[src/hdl/rgb_to_hsl_top_defines.svh]
// ---------------------------------------------------------------------------
// RGB to HSL assertion macros
// Shared concurrent assertion wrappers for the converter modules.
// ---------------------------------------------------------------------------
`ifndef RGB_TO_HSL_TOP_DEFINES_SVH
`define RGB_TO_HSL_TOP_DEFINES_SVH

// Checked on every clock edge outside of reset.
`define RTH_ASSERT(lbl, prop, msg) \
  lbl: assert property (@(posedge clk_i) disable iff (!rst_ni) prop) else $error(msg);

// Checked on every clock edge, reset included.
`define RTH_ASSERT_ALWAYS(lbl, prop, msg) \
  lbl: assert property (@(posedge clk_i) prop) else $error(msg);

`endif

[src/hdl/rth_pkg.sv]
// ---------------------------------------------------------------------------
// RGB to HSL package
// Types and constants shared by the converter front end, cells and top.
// ---------------------------------------------------------------------------
package rth_pkg;

  localparam int unsigned ChanW   = 8;
  localparam int unsigned QuotW   = 17;   // quotient bits, one per cell
  localparam int unsigned HueW    = 15;
  localparam int unsigned SatW    = 16;
  localparam int unsigned LightW  = 9;
  localparam int unsigned InDataW = 24;
  localparam int unsigned OutDataW = 40;

  // Per-division state carried through the cell chain. The dq word starts
  // as the low dividend bits and fills up with quotient bits from the right.
  typedef struct packed {
    logic [ChanW-1:0] rem;
    logic [QuotW-1:0] dq;
    logic [ChanW-1:0] den;
  } rth_div_t;

  typedef struct packed {
    rth_div_t            hue;
    rth_div_t            sat;
    logic [LightW-1:0]   lightness;
    logic                achromatic;
  } rth_pix_t;

endpackage

[src/hdl/rth_front.sv]
// ---------------------------------------------------------------------------
// RGB to HSL front end
// Finds max, min, delta and sum, and sets up both divisions.
// ---------------------------------------------------------------------------
module rth_front (
  input  logic                          clk_i,
  input  logic                          rst_ni,
  input  logic                          valid_i,
  output logic                          ready_o,
  input  logic [rth_pkg::InDataW-1:0]   data_i,   // red, green, blue from bit 0
  output logic                          valid_o,
  input  logic                          ready_i,
  output rth_pkg::rth_pix_t             data_o
);
  import rth_pkg::*;

  logic [ChanW-1:0]  red, green, blue, hi, lo, delta;
  logic [LightW-1:0] sum, sat_den_w;
  logic [10:0]       num;
  logic [14:0]       num15;
  logic [24:0]       hue_dvd;
  rth_pix_t          pix_d, pix_q;
  logic              valid_q;

  always_comb begin
    red   = data_i[7:0];
    green = data_i[15:8];
    blue  = data_i[23:16];
    hi = (red > green) ? red : green;
    if (blue > hi) hi = blue;
    lo = (red < green) ? red : green;
    if (blue < lo) lo = blue;
    delta = hi - lo;
    sum   = {1'b0, hi} + {1'b0, lo};
    sat_den_w = (sum > 9'd255) ? (9'd510 - sum) : sum;

    // Hue numerator: sector times delta plus the channel difference.
    if (hi == red) begin
      if (green >= blue) num = {3'b0, green - blue};
      else num = 11'(6 * delta) - {3'b0, blue - green};
    end else if (hi == green) begin
      num = {2'b0, delta, 1'b0} + {3'b0, blue} - {3'b0, red};
    end else begin
      num = {1'b0, delta, 2'b0} + {3'b0, red} - {3'b0, green};
    end

    // Dividend num * 3840 * 4; the extra factor four keeps the quotient
    // at the full cell count, and the two low bits are dropped at the end.
    num15   = {num, 4'b0} - {4'b0, num};
    hue_dvd = {num15, 10'b0};

    pix_d.hue.rem = hue_dvd[24:17];
    pix_d.hue.dq  = hue_dvd[16:0];
    pix_d.hue.den = delta;
    pix_d.sat.rem = {1'b0, delta[7:1]};
    pix_d.sat.dq  = {delta[0], 16'b0};
    pix_d.sat.den = sat_den_w[7:0];
    pix_d.lightness  = sum;
    pix_d.achromatic = (delta == '0);
  end

  assign ready_o = !valid_q || ready_i;

  always_ff @(posedge clk_i or negedge rst_ni) begin
    if (!rst_ni) begin
      valid_q <= 1'b0;
    end else if (ready_o) begin
      valid_q <= valid_i;
    end
  end

  always_ff @(posedge clk_i) begin
    if (ready_o && valid_i) begin
      pix_q <= pix_d;
    end
  end

  assign valid_o = valid_q;
  assign data_o  = pix_q;

endmodule

[src/hdl/rth_div_cell.sv]
// ---------------------------------------------------------------------------
// RGB to HSL division cell
// One restoring step for the hue and saturation quotients, registered.
// ---------------------------------------------------------------------------
`include "rgb_to_hsl_top_defines.svh"

module rth_div_cell (
  input  logic              clk_i,
  input  logic              rst_ni,
  input  logic              valid_i,
  output logic              ready_o,
  input  rth_pkg::rth_pix_t data_i,
  output logic              valid_o,
  input  logic              ready_i,
  output rth_pkg::rth_pix_t data_o
);
  import rth_pkg::*;

  function automatic rth_div_t div_step(rth_div_t s);
    logic [ChanW:0] part;
    logic [ChanW:0] diff;
    logic           ge;
    rth_div_t       r;
    part = {s.rem, s.dq[QuotW-1]};
    diff = part - {1'b0, s.den};
    ge   = (part >= {1'b0, s.den});
    r.rem = ge ? diff[ChanW-1:0] : part[ChanW-1:0];
    r.dq  = {s.dq[QuotW-2:0], ge};
    r.den = s.den;
    return r;
  endfunction

  rth_pix_t pix_d, pix_q;
  logic     valid_q;

  always_comb begin
    pix_d     = data_i;
    pix_d.hue = div_step(data_i.hue);
    pix_d.sat = div_step(data_i.sat);
  end

  assign ready_o = !valid_q || ready_i;

  always_ff @(posedge clk_i or negedge rst_ni) begin
    if (!rst_ni) begin
      valid_q <= 1'b0;
    end else if (ready_o) begin
      valid_q <= valid_i;
    end
  end

  always_ff @(posedge clk_i) begin
    if (ready_o && valid_i) begin
      pix_q <= pix_d;
    end
  end

  assign valid_o = valid_q;
  assign data_o  = pix_q;

  // The partial remainder must stay below the divisor for a chromatic pixel.
  `RTH_ASSERT(a_hue_rem_lt_den,
              valid_q && !pix_q.achromatic |-> pix_q.hue.rem < pix_q.hue.den,
              "hue remainder reached divisor")
  `RTH_ASSERT(a_sat_rem_lt_den,
              valid_q && !pix_q.achromatic |-> pix_q.sat.rem < pix_q.sat.den,
              "saturation remainder reached divisor")
  `RTH_ASSERT(a_hold_on_stall,
              valid_q && !ready_i |=> valid_q && $stable(pix_q),
              "cell contents changed while stalled")
  `RTH_ASSERT_ALWAYS(a_empty_in_reset, !rst_ni |-> !valid_q,
                     "cell holds a beat during reset")

endmodule

[src/hdl/rgb_to_hsl_top.sv]
// ---------------------------------------------------------------------------
// RGB to HSL converter top level
// Streams 8-bit RGB pixels in and HSL results out, one pixel per clock unless the output stalls.
// ---------------------------------------------------------------------------
//
//   Channel   Direction  tdata (from bit 0)                      tuser
//   s_axis    in         red[7:0] green[15:8] blue[23:16]        -
//   m_axis    out        hue[14:0] saturation[30:15]             achromatic
//                        lightness[39:31]
//
// Each pixel passes through one register in the front end (max, min,
// delta, sum, hue numerator) and one in each of the 17 division cells.
// A new pixel is taken, and each cell produces one quotient bit of the hue
// and of the saturation, every clock unless the output stalls.
// Reset empties the pipeline; there is no other state.
// Every stage has its own ready, so a stalled output only stops the stages
// that are full, and empty slots upstream still take new beats.
//
// Hue is computed as floor(num * 3840 / delta), with num the sector offset
// times delta plus the channel difference. The dividend is scaled by four so
// that the hue and saturation divisions both run for 17 steps; the two low
// quotient bits of the hue are dropped. Saturation is delta * 65536 divided
// by either the sum or 510 minus the sum, and a quotient of exactly 65536
// clamps to 65535. When all channels are equal, hue and saturation are
// forced to zero and tuser is set.
// ---------------------------------------------------------------------------
`include "rgb_to_hsl_top_defines.svh"

module rgb_to_hsl_top (
  input  logic                          clk_i,
  input  logic                          rst_ni,
  input  logic                          s_axis_tvalid,
  output logic                          s_axis_tready,
  input  logic [rth_pkg::InDataW-1:0]   s_axis_tdata,  // red, green, blue
  output logic                          m_axis_tvalid,
  input  logic                          m_axis_tready,
  output logic [rth_pkg::OutDataW-1:0]  m_axis_tdata,  // hue, saturation, lightness
  output logic                          m_axis_tuser   // achromatic
);
  import rth_pkg::*;

  // Stage k feeds cell k; index QuotW is the last cell's output.
  rth_pix_t         stage_data  [QuotW+1];
  logic [QuotW:0]   stage_valid;
  logic [QuotW:0]   stage_ready;

  logic [HueW-1:0]  hue;
  logic [SatW-1:0]  saturation;

  rth_front u_front (
    .clk_i   (clk_i),
    .rst_ni  (rst_ni),
    .valid_i (s_axis_tvalid),
    .ready_o (s_axis_tready),
    .data_i  (s_axis_tdata),
    .valid_o (stage_valid[0]),
    .ready_i (stage_ready[0]),
    .data_o  (stage_data[0])
  );

  for (genvar k = 0; k < QuotW; k++) begin : g_cell
    rth_div_cell u_cell (
      .clk_i   (clk_i),
      .rst_ni  (rst_ni),
      .valid_i (stage_valid[k]),
      .ready_o (stage_ready[k]),
      .data_i  (stage_data[k]),
      .valid_o (stage_valid[k+1]),
      .ready_i (stage_ready[k+1]),
      .data_o  (stage_data[k+1])
    );
  end

  assign stage_ready[QuotW] = m_axis_tready;

  // The last cell's register is the output register.
  always_comb begin
    if (stage_data[QuotW].achromatic) begin
      hue        = '0;
      saturation = '0;
    end else begin
      hue        = stage_data[QuotW].hue.dq[QuotW-1:2];
      saturation = stage_data[QuotW].sat.dq[QuotW-1] ? {SatW{1'b1}}
                                                     : stage_data[QuotW].sat.dq[SatW-1:0];
    end
  end

  assign m_axis_tvalid = stage_valid[QuotW];
  assign m_axis_tdata  = {stage_data[QuotW].lightness, saturation, hue};
  assign m_axis_tuser  = stage_data[QuotW].achromatic;

  `RTH_ASSERT(a_hue_range, m_axis_tvalid |-> hue <= 15'd23039,
              "hue out of range")
  `RTH_ASSERT(a_achromatic_zero,
              m_axis_tvalid && m_axis_tuser |-> hue == '0 && saturation == '0,
              "achromatic pixel with nonzero hue or saturation")
  `RTH_ASSERT(a_lightness_range, m_axis_tvalid |-> stage_data[QuotW].lightness <= 9'd510,
              "lightness out of range")

endmodule

[config.mk]
export PLATFORM = sky130hd
export DESIGN_NAME = rgb_to_hsl_top
export DESIGN_NICKNAME = d
export VERILOG_FILES = /design/src/hdl/rth_pkg.sv /design/src/hdl/rth_front.sv /design/src/hdl/rth_div_cell.sv /design/src/hdl/rgb_to_hsl_top.sv
export VERILOG_INCLUDE_DIRS = /design/src /design/src/hdl
export SDC_FILE = /design/constraint.sdc
export NUM_CORES = 2
export LEC_CHECK = 0
export ABC_AREA = 0
export BUFFER_PORTS_ARGS = -buffer_cell sky130_fd_sc_hd__buf_4
export CORE_MARGIN = 4
export CORE_UTILIZATION = 37
export DETAILED_ROUTE_END_ITERATION = 6
export PLACE_DENSITY = 0.5
export SLEW_MARGIN = 20
export SYNTH_ARGS = -nofsm -noshare
export SYNTH_HDL_FRONTEND = slang
export SYNTH_SLANG_ARGS = --single-unit
[constraint.sdc]
create_clock -name clk_i -period 5.4 [get_ports clk_i]
set_input_delay 0.27 -clock clk_i [delete_from_list [all_inputs] [get_ports clk_i]]
set_output_delay 0.27 -clock clk_i [all_outputs]
set_load 0.03 [all_outputs]
# ---- Yosys cells after proc, flatten, opt, wreduce, memory -nomap -nowiden
# Index checks and enable logic that the tools add are counted.
# Widths: inputs -> output; s select.
dict set report op_classes {
  n_addsub 43
  n_mul 1
  n_div 0
  order_cmp 40
  n_eq_ne 2
  shift 0
  mux 43
  bitwise 0
  n_reduce_logical 55
}
# operator n
set op_table {}
lappend op_table {{$ge 9x8->1} 33}
lappend op_table {{$mux 8} 37}
lappend op_table {{$sub 8x8->8} 35}
lappend op_table {{$mux 11} 3}
lappend op_table {{$sub 11x8->11} 3}
lappend op_table {{$mux 16} 2}
lappend op_table {{$logic_and 1x1->1} 18}
lappend op_table {{$logic_not 1->1} 18}
lappend op_table {{$logic_or 1x1->1} 18}
lappend op_table {{$eq 8x8->1} 2}
lappend op_table {{$ge 8x8->1} 2}
lappend op_table {{$gt 8x8->1} 2}
lappend op_table {{$lt 8x8->1} 2}
lappend op_table {{$mux 15} 1}
lappend op_table {{$sub 15x11->15} 1}
lappend op_table {{$add 10x8->11} 1}
lappend op_table {{$add 9x8->10} 1}
lappend op_table {{$mul 2x8->10 const A} 1}
lappend op_table {{$add 8x8->9} 1}
lappend op_table {{$gt 9x8->1 const B} 1}
lappend op_table {{$logic_not 8->1} 1}
lappend op_table {{$sub 8x8->8 const A} 1}
dict set report word_totals {
  ff_bits 1076
  latch_bits 0
  mem_bits_rw 0
  romBits 0
  inputBits 28
  out_inout_bits 43
  elab_cells 366
  n_memories 0
}

# ---- Longest topological paths before layout
dict set report logic_depth {
  word_depth 20
  mapped_depth 46
  depth_no_buf 44
}

# ---- By module
# A second synthesis with hierarchy kept.
dict set report unflattened {
  cells_unflattened 4418
  hier_area_um2 63568.5
}
# module instances cells_each area_each_um2 seq_area_each_um2
set by_module_without_submodules {}
lappend by_module_without_submodules {{rth_div_cell at g_cell[14].u_cell ...} 8 214 3331.9 2307.2}
lappend by_module_without_submodules {{rth_div_cell at g_cell[0].u_cell ...} 6 209 3296.9 2307.2}
lappend by_module_without_submodules {rth_front 1 790 6946.7 1196.1}
lappend by_module_without_submodules {{rth_div_cell at g_cell[4].u_cell} 1 207 3320.7 2307.2}
lappend by_module_without_submodules {{rth_div_cell at g_cell[7].u_cell} 1 213 3299.4 2307.2}
lappend by_module_without_submodules {{rth_div_cell at g_cell[13].u_cell} 1 206 3269.4 2307.2}
lappend by_module_without_submodules {rgb_to_hsl_top 1 36 295.3 0.0}

# ---- Worst setup path before layout
# No wires, ideal clock.
dict set report synth_path {
  path_kind {input-to-reg}
  from {input s_axis_tdata[11] (netlist bit)}
  to {register u_front.pix_q (netlist bit u_front.data_o[74]), data pin}
  setup_time_ns 0.258
  arrival_ns 8.643
  t_required_ns 5.142
  path_slack_ns -3.502
  stages 43
  path_buffers 3
  path_cell_list {clkbuf_1 > inv_1 > ha_1 > a21oi_1 > a21oi_2 > nor3_2 > clkbuf_1 > o21ai_0 > inv_1 > ha_1 > o21a_1 > o21a_1 > o21a_1 > o21ai_1 > a211oi_1 > a211oi_4 > buf_6 > mux2i_1 > [... 7 more ...] > ha_1 > nand2_1 > o21ai_0 > nor2_1 > xnor2_1 > ha_1 > or3_1 > o21ai_0 > a21oi_1 > xnor3_1 > mux2_2 > a21o_1 > ha_1 > o21a_1 > o21ai_0 > nor2_1 > a211oi_2 > xnor2_1}
}
dict set report synth_via {
  elab_chain_len 10
  elab_cells_between_ends 24
  classes_between {9 x add/sub; 1 x mul; 5 x order compare; 2 x eq/ne; 7 x mux}
}
# element line
set synth_lines {}
lappend synth_lines {{start: declaration} rgb_to_hsl_top.sv:34} ;# input logic [rth_pkg::InDataW-1:0] s_axis_tdata,
lappend synth_lines {{$gt 8x8->1 or $lt 8x8->1 (tied branches)} {rth_front.sv:29, rth_front.sv:31}}
lappend synth_lines {{$mux 8, on equally long branches} {rth_front.sv:29, rth_front.sv:31}}
lappend synth_lines {{$gt 8x8->1 or $lt 8x8->1 (tied branches)} {rth_front.sv:30, rth_front.sv:32}}
lappend synth_lines {{$mux 8, on equally long branches} {rth_front.sv:30, rth_front.sv:32}}
lappend synth_lines {{$sub 8x8->8} rth_front.sv:33} ;# delta = hi - lo;
lappend synth_lines {{$mul 2x8->10 (tied with other cells)} rth_front.sv:40} ;# else num = 11'(6 * delta) - {3'b0, blue - green};
lappend synth_lines {{$sub 11x8->11, on equally long branches} {rth_front.sv:40, rth_front.sv:42, rth_front.sv:44}}
lappend synth_lines {{$mux 11, on equally long branches} {rth_front.sv:39, rth_front.sv:41}}
lappend synth_lines {{$mux 11 (*)} rth_front.sv:38} ;# if (hi == red) begin
lappend synth_lines {{$sub 15x11->15 (*)} rth_front.sv:49} ;# num15 = {num, 4'b0} - {4'b0, num};
lappend synth_lines {{via u_front.num15[13]} rth_front.sv:20} ;# logic [14:0] num15;
lappend synth_lines {{end signal: assignment} rth_front.sv:74} ;# pix_q <= pix_d;
lappend synth_lines {{end: declaration} rth_front.sv:22} ;# rth_pix_t pix_d, pix_q;
# Mark *: on every way through the listed nets, which the timed path passes. The rest lies on a longest branch.
# A chain may end at the register's enable or synchronous reset.

# ---- Final worst setup path
dict set report layout_path {
  from {input s_axis_tdata[0] (netlist bit)}
  to {register u_front.pix_q (netlist bit u_front.data_o[72]), data pin}
}
# The elaborated chain is that of the path after synthesis.

==> impl_metrics.py <==
metrics = {
    "run_status": {
        "status": "complete, but fails checks",
        "violations": "negative setup slack",
    },
    "synth": {
        "synth-main-ff-cell": "sky130_fd_sc_hd__edfxtp_1",
        "synth-seq-area-share_pct": 62.5,
        "synth_nets": 4211,
        "synthesis.instances": 3778,
        "yosys_register_bits": 1016,
        "yosys_warnings": 0,
        "synth_enable_flop_cells": 998,
        "post_synthesis_instance_area_mm2": 0.0487,
        "post_synth_num_cell_types": 80,
        "avg_synthesized_cell_area_um2": 12.9,
        "synth-async-reset-ratio_pct": 1.77,
    },
    "route": {
        "detail_route.wl_per_cell_um": 15.4,
        "drt_first_pass_iters": 5,
        "number_of_nets_with_antenna_violations_after_routing": 0,
        "drc": 0,
        "drt_iter0_markers": 1191,
        "route.detailed.vias_per_inst": 4.69,
        "vias": 28300,
        "wirelength_um": 92800,
    },
    "clocking": {
        "cts_sinks": 1016,
        "htree_num_levels": 3,
        "clk_pin_slew_ps": 60,
        "tritoncts": "yes",
        "cts_buffers": 102,
        "insertion_delay_ps": 670,
        "ctsRootBufferMaster": "sky130_fd_sc_hd__clkbuf_16",
        "max-clock-path-buffers": 3,
    },
    "finish": {
        "nets": 4642,
        "final_cell_area_mm2": 0.0582,
        "final_layout_size_suffix_gt1_share_pct": 17.2,
        "number_of_filler_instances_in_the_final_layout": 12000,
        "flow.area_growth_from_synthesis_pct": 19.5,
    },
    "placed_design": {
        "gpl.final_weighted_congestion": 0.813,
        "io_buffer_count": 70,
        "detailedPlacementHpwl_um": 70000,
        "placement.cell_area_mm2": 0.0535,
        "post-place-ws_ps": -2690,
    },
    "grt": {
        "grt_start_max_net_pins": 68,
        "grt_overflow_total": 0,
        "grt_antenna_before_repair": 1,
        "via_count_of_the_first_global_routing_pass": 29300,
        "gr-usage-all-layers_pct": 13.7,
        "first_pass_grt_wire_length_um": 151000,
    },
    "critical_path": {
        "library_cell_contributing_the_largest_single_delay_on_the_critical_path": "sky130_fd_sc_hd__or3_4",
        "crit_path_max_incr_delay_ps": 410,
        "critPathKind": "primary input to flop",
        "top_fanout_value_on_the_critical_path": 6,
        "cp_num_buf_inv": 4,
        "cp_data_required_time_ps": 5810,
        "timing.critical_path.max_delay_family": "compound AO/OA/AOI/OAI gates",
        "cp.arrival_ps": 7540,
        "crit_path_end_kind": "flop",
        "crit_top_cell": "sky130_fd_sc_hd__ha_4",
        "start_kind": "primary input",
    },
    "timing": {
        "finalHoldViolCount": 0,
        "max-slew-margin-rel_pct": 30.2,
        "final.setup.tns_ps": -16390,
        "setup_violations": 13,
        "slew_viols_final": 0,
        "achievable-frequency_mhz": 140,
        "rsz0062_at_grt": "yes",
        "post-route-period-util_pct": 132,
        "postLayoutSetupSlackWorst_ps": -1730,
        "worst_slew_pin_slew_ps": 1050,
        "finalCriticalPeriod_ps": 7130,
        "finalClockSkew_ps": 22.6,
    },
    "power": {
        "p_total_uw": 38500,
        "p_leak_uw": 0.0236,
        "pwr_dens_mw_per_mm2": 663,
        "power.ir.vdd_worst_mv": 0.754,
        "switching_share_pct": 34.4,
        "power.sequential.fraction_pct": 33.4,
        "int_pwr_uw": 25300,
        "power.net_switching_uw": 13300,
        "power.combinational.fraction_pct": 47.7,
        "p_clk_share_pct": 18.9,
    },
    "die": {
        "core_area_mm2": 0.130,
        "floorplan.die_area_mm2": 0.137,
        "num_io_pins": 71,
        "placement_rows": 132,
        "die_height_um": 371,
        "initial_utilization_pct": 37.4,
        "floorplan.die.width_um": 371,
    },
    "worst_hold_path": {
        "hold_path.class": "flop to flop",
    },
    "run": {
        "cap_violations": 0,
    },
}
-- worst register-to-register path, stage by stage (launching register included) --
cell and delay, ps:
sky130_fd_sc_hd__dfrtp_1 340, sky130_fd_sc_hd__nor2b_1 380, sky130_fd_sc_hd__nand3_1 180, sky130_fd_sc_hd__nor2_1 520
sky130_fd_sc_hd__nand2_1 210, sky130_fd_sc_hd__nor3_1 520, sky130_fd_sc_hd__nand3_1 210, sky130_fd_sc_hd__inv_1 80
sky130_fd_sc_hd__nand4_1 90, sky130_fd_sc_hd__buf_4 170, sky130_fd_sc_hd__and2_2 510
-- layout make-up --
cell class	instances	area (um^2)	share of cell area, %
Antenna cell	1	2.50	0.00430
Clock buffer	127	2710	4.66
Clock inverter	60	777	1.34
Inverter	540	2040	3.51
Multi-Input combinational cell	2162	17000	29.3
Sequential cell	1016	30400	52.3
Tap cell	1742	2180	3.75
Timing Repair Buffer	387	3030	5.20
-- cells by family after synthesis --
group / share of synthesized area (%)
buffers and inverters: 4.75
AOI/OAI and AO/OA: 9.54
muxes: 0.899
and+or+nand+nor: 7.87
xor gates and xnor gates: 3.36
adders and majority gates: 11.1
DFF: 62.5
-- per-layer routing --
metal / GRT usage (%) / vias up / routed length (um)
met1: 15.3 / 13400 / 37500
li1: - / 14400 / -
met2: 26.2 / 330 / 49800
met4: 4.77 / 0 / 2640
met3: 2.00 / 152 / 2890
met5: 0 / - / 0
-- state kept, by name, indices dropped and copies added, names as in the netlist --
signal / flops
g_cell.u_cell.data_o: 958
u_front.data_o: 40
g_cell.u_cell.valid_o: 17
u_front.valid_o: 1
-- per-stage QoR --
stage	hold WS, ps	std cells	utilization [%]
5_1_grt	413	6034	44.7
6_report	402	6035	44.7
2_1_floorplan	-25.6	3778	-
3_5_place_dp	161	5798	41.1
4_1_cts	406	6015	44.2
3_3_place_gp	157	5798	41.1
-- cell usage in the layout (no fill, tap or decap), drive strengths merged, types with 102 or more instances in the layout --
cell      n
ha      359
clkbuf  127
inv     544
a21oi   159
nor2    172
nand2   258
o21ai   324
buf     383
nor2b   102
edfxtp  998
-- power groups by stage --
| stage | clock network (uW) | registers [uW] | logic, uW |
|---|---|---|---|
| finish | 7280 | 12900 | 18400 |
| floorplan | 0 | 12700 | 11500 |
| global route | 7890 | 13100 | 20700 |
| detailed placement | 0 | 13100 | 16800 |
| global placement | 0 | 13100 | 16600 |
| CTS | 7540 | 12900 | 17800 |
-- path summary, 6_finish.rpt --
path / startpoint / to / slack [ps] / depth (start not counted)
setup / recovery: s_axis_tdata[0] / u_front.data_o[72]$_DFFE_PP_ / -1730 / 40
hold / removal: g_cell[9].u_cell.data_o[55]$_DFFE_PP_ / g_cell[10].u_cell.data_o[56]$_DFFE_PP_ / 400 / 0
setup reg to reg: g_cell[16].u_cell.valid_o$_DFFE_PN0P_ / u_front.data_o[13]$_DFFE_PP_ / 1740 / 10
hold reg to reg: g_cell[9].u_cell.data_o[55]$_DFFE_PP_ / g_cell[10].u_cell.data_o[56]$_DFFE_PP_ / 400 / 0
max in group asynchronous: rst_ni / g_cell[3].u_cell.valid_o$_DFFE_PN0P_ / 4090 / 3
min in group asynchronous: rst_ni / g_cell[13].u_cell.valid_o$_DFFE_PN0P_ / 790 / 3
-- synth_stat cells (9+ instances only) --
cell type | n | share of area (%)
sky130_fd_sc_hd__a211oi_1 | 9 | 0.14
sky130_fd_sc_hd__a21boi_0 | 16 | 0.25
sky130_fd_sc_hd__a21o_1 | 49 | 0.76
sky130_fd_sc_hd__a21oi_1 | 155 | 1.6
sky130_fd_sc_hd__and2_1 | 13 | 0.17
sky130_fd_sc_hd__and3_1 | 49 | 0.63
sky130_fd_sc_hd__buf_4 | 10 | 0.15
sky130_fd_sc_hd__clkbuf_1 | 41 | 0.32
sky130_fd_sc_hd__dfrtp_1 | 18 | 0.93
sky130_fd_sc_hd__edfxtp_1 | 998 | 62
sky130_fd_sc_hd__fa_1 | 46 | 1.9
sky130_fd_sc_hd__ha_1 | 359 | 9.2
sky130_fd_sc_hd__inv_1 | 539 | 4.2
sky130_fd_sc_hd__mux2i_1 | 37 | 0.76
sky130_fd_sc_hd__nand2_1 | 258 | 2.0
sky130_fd_sc_hd__nand2b_1 | 32 | 0.41
sky130_fd_sc_hd__nand3_1 | 40 | 0.41
sky130_fd_sc_hd__nand4_1 | 51 | 0.66
sky130_fd_sc_hd__nor2_1 | 172 | 1.3
sky130_fd_sc_hd__nor2b_1 | 102 | 1.3
sky130_fd_sc_hd__nor3_1 | 11 | 0.11
sky130_fd_sc_hd__o211a_1 | 29 | 0.60
sky130_fd_sc_hd__o21a_1 | 15 | 0.23
sky130_fd_sc_hd__o21ai_0 | 316 | 3.2
sky130_fd_sc_hd__o21bai_1 | 34 | 0.52
sky130_fd_sc_hd__o31ai_1 | 60 | 0.93
sky130_fd_sc_hd__or4_1 | 29 | 0.45
sky130_fd_sc_hd__xnor2_1 | 91 | 1.6
sky130_fd_sc_hd__xor2_1 | 88 | 1.6
-- repair_timing --
item | 4_1_cts | 5_1_grt
gates resized for setup | 66 | 89
endpoints found under the setup margin | 14 | 17
hold buffers | 4 | 0
setup buffers | 27 | 20
pin swaps | 54 | 65
hold endpoints to repair | 22 | 0
Note: power is estimated with default switching activity, not from simulation.
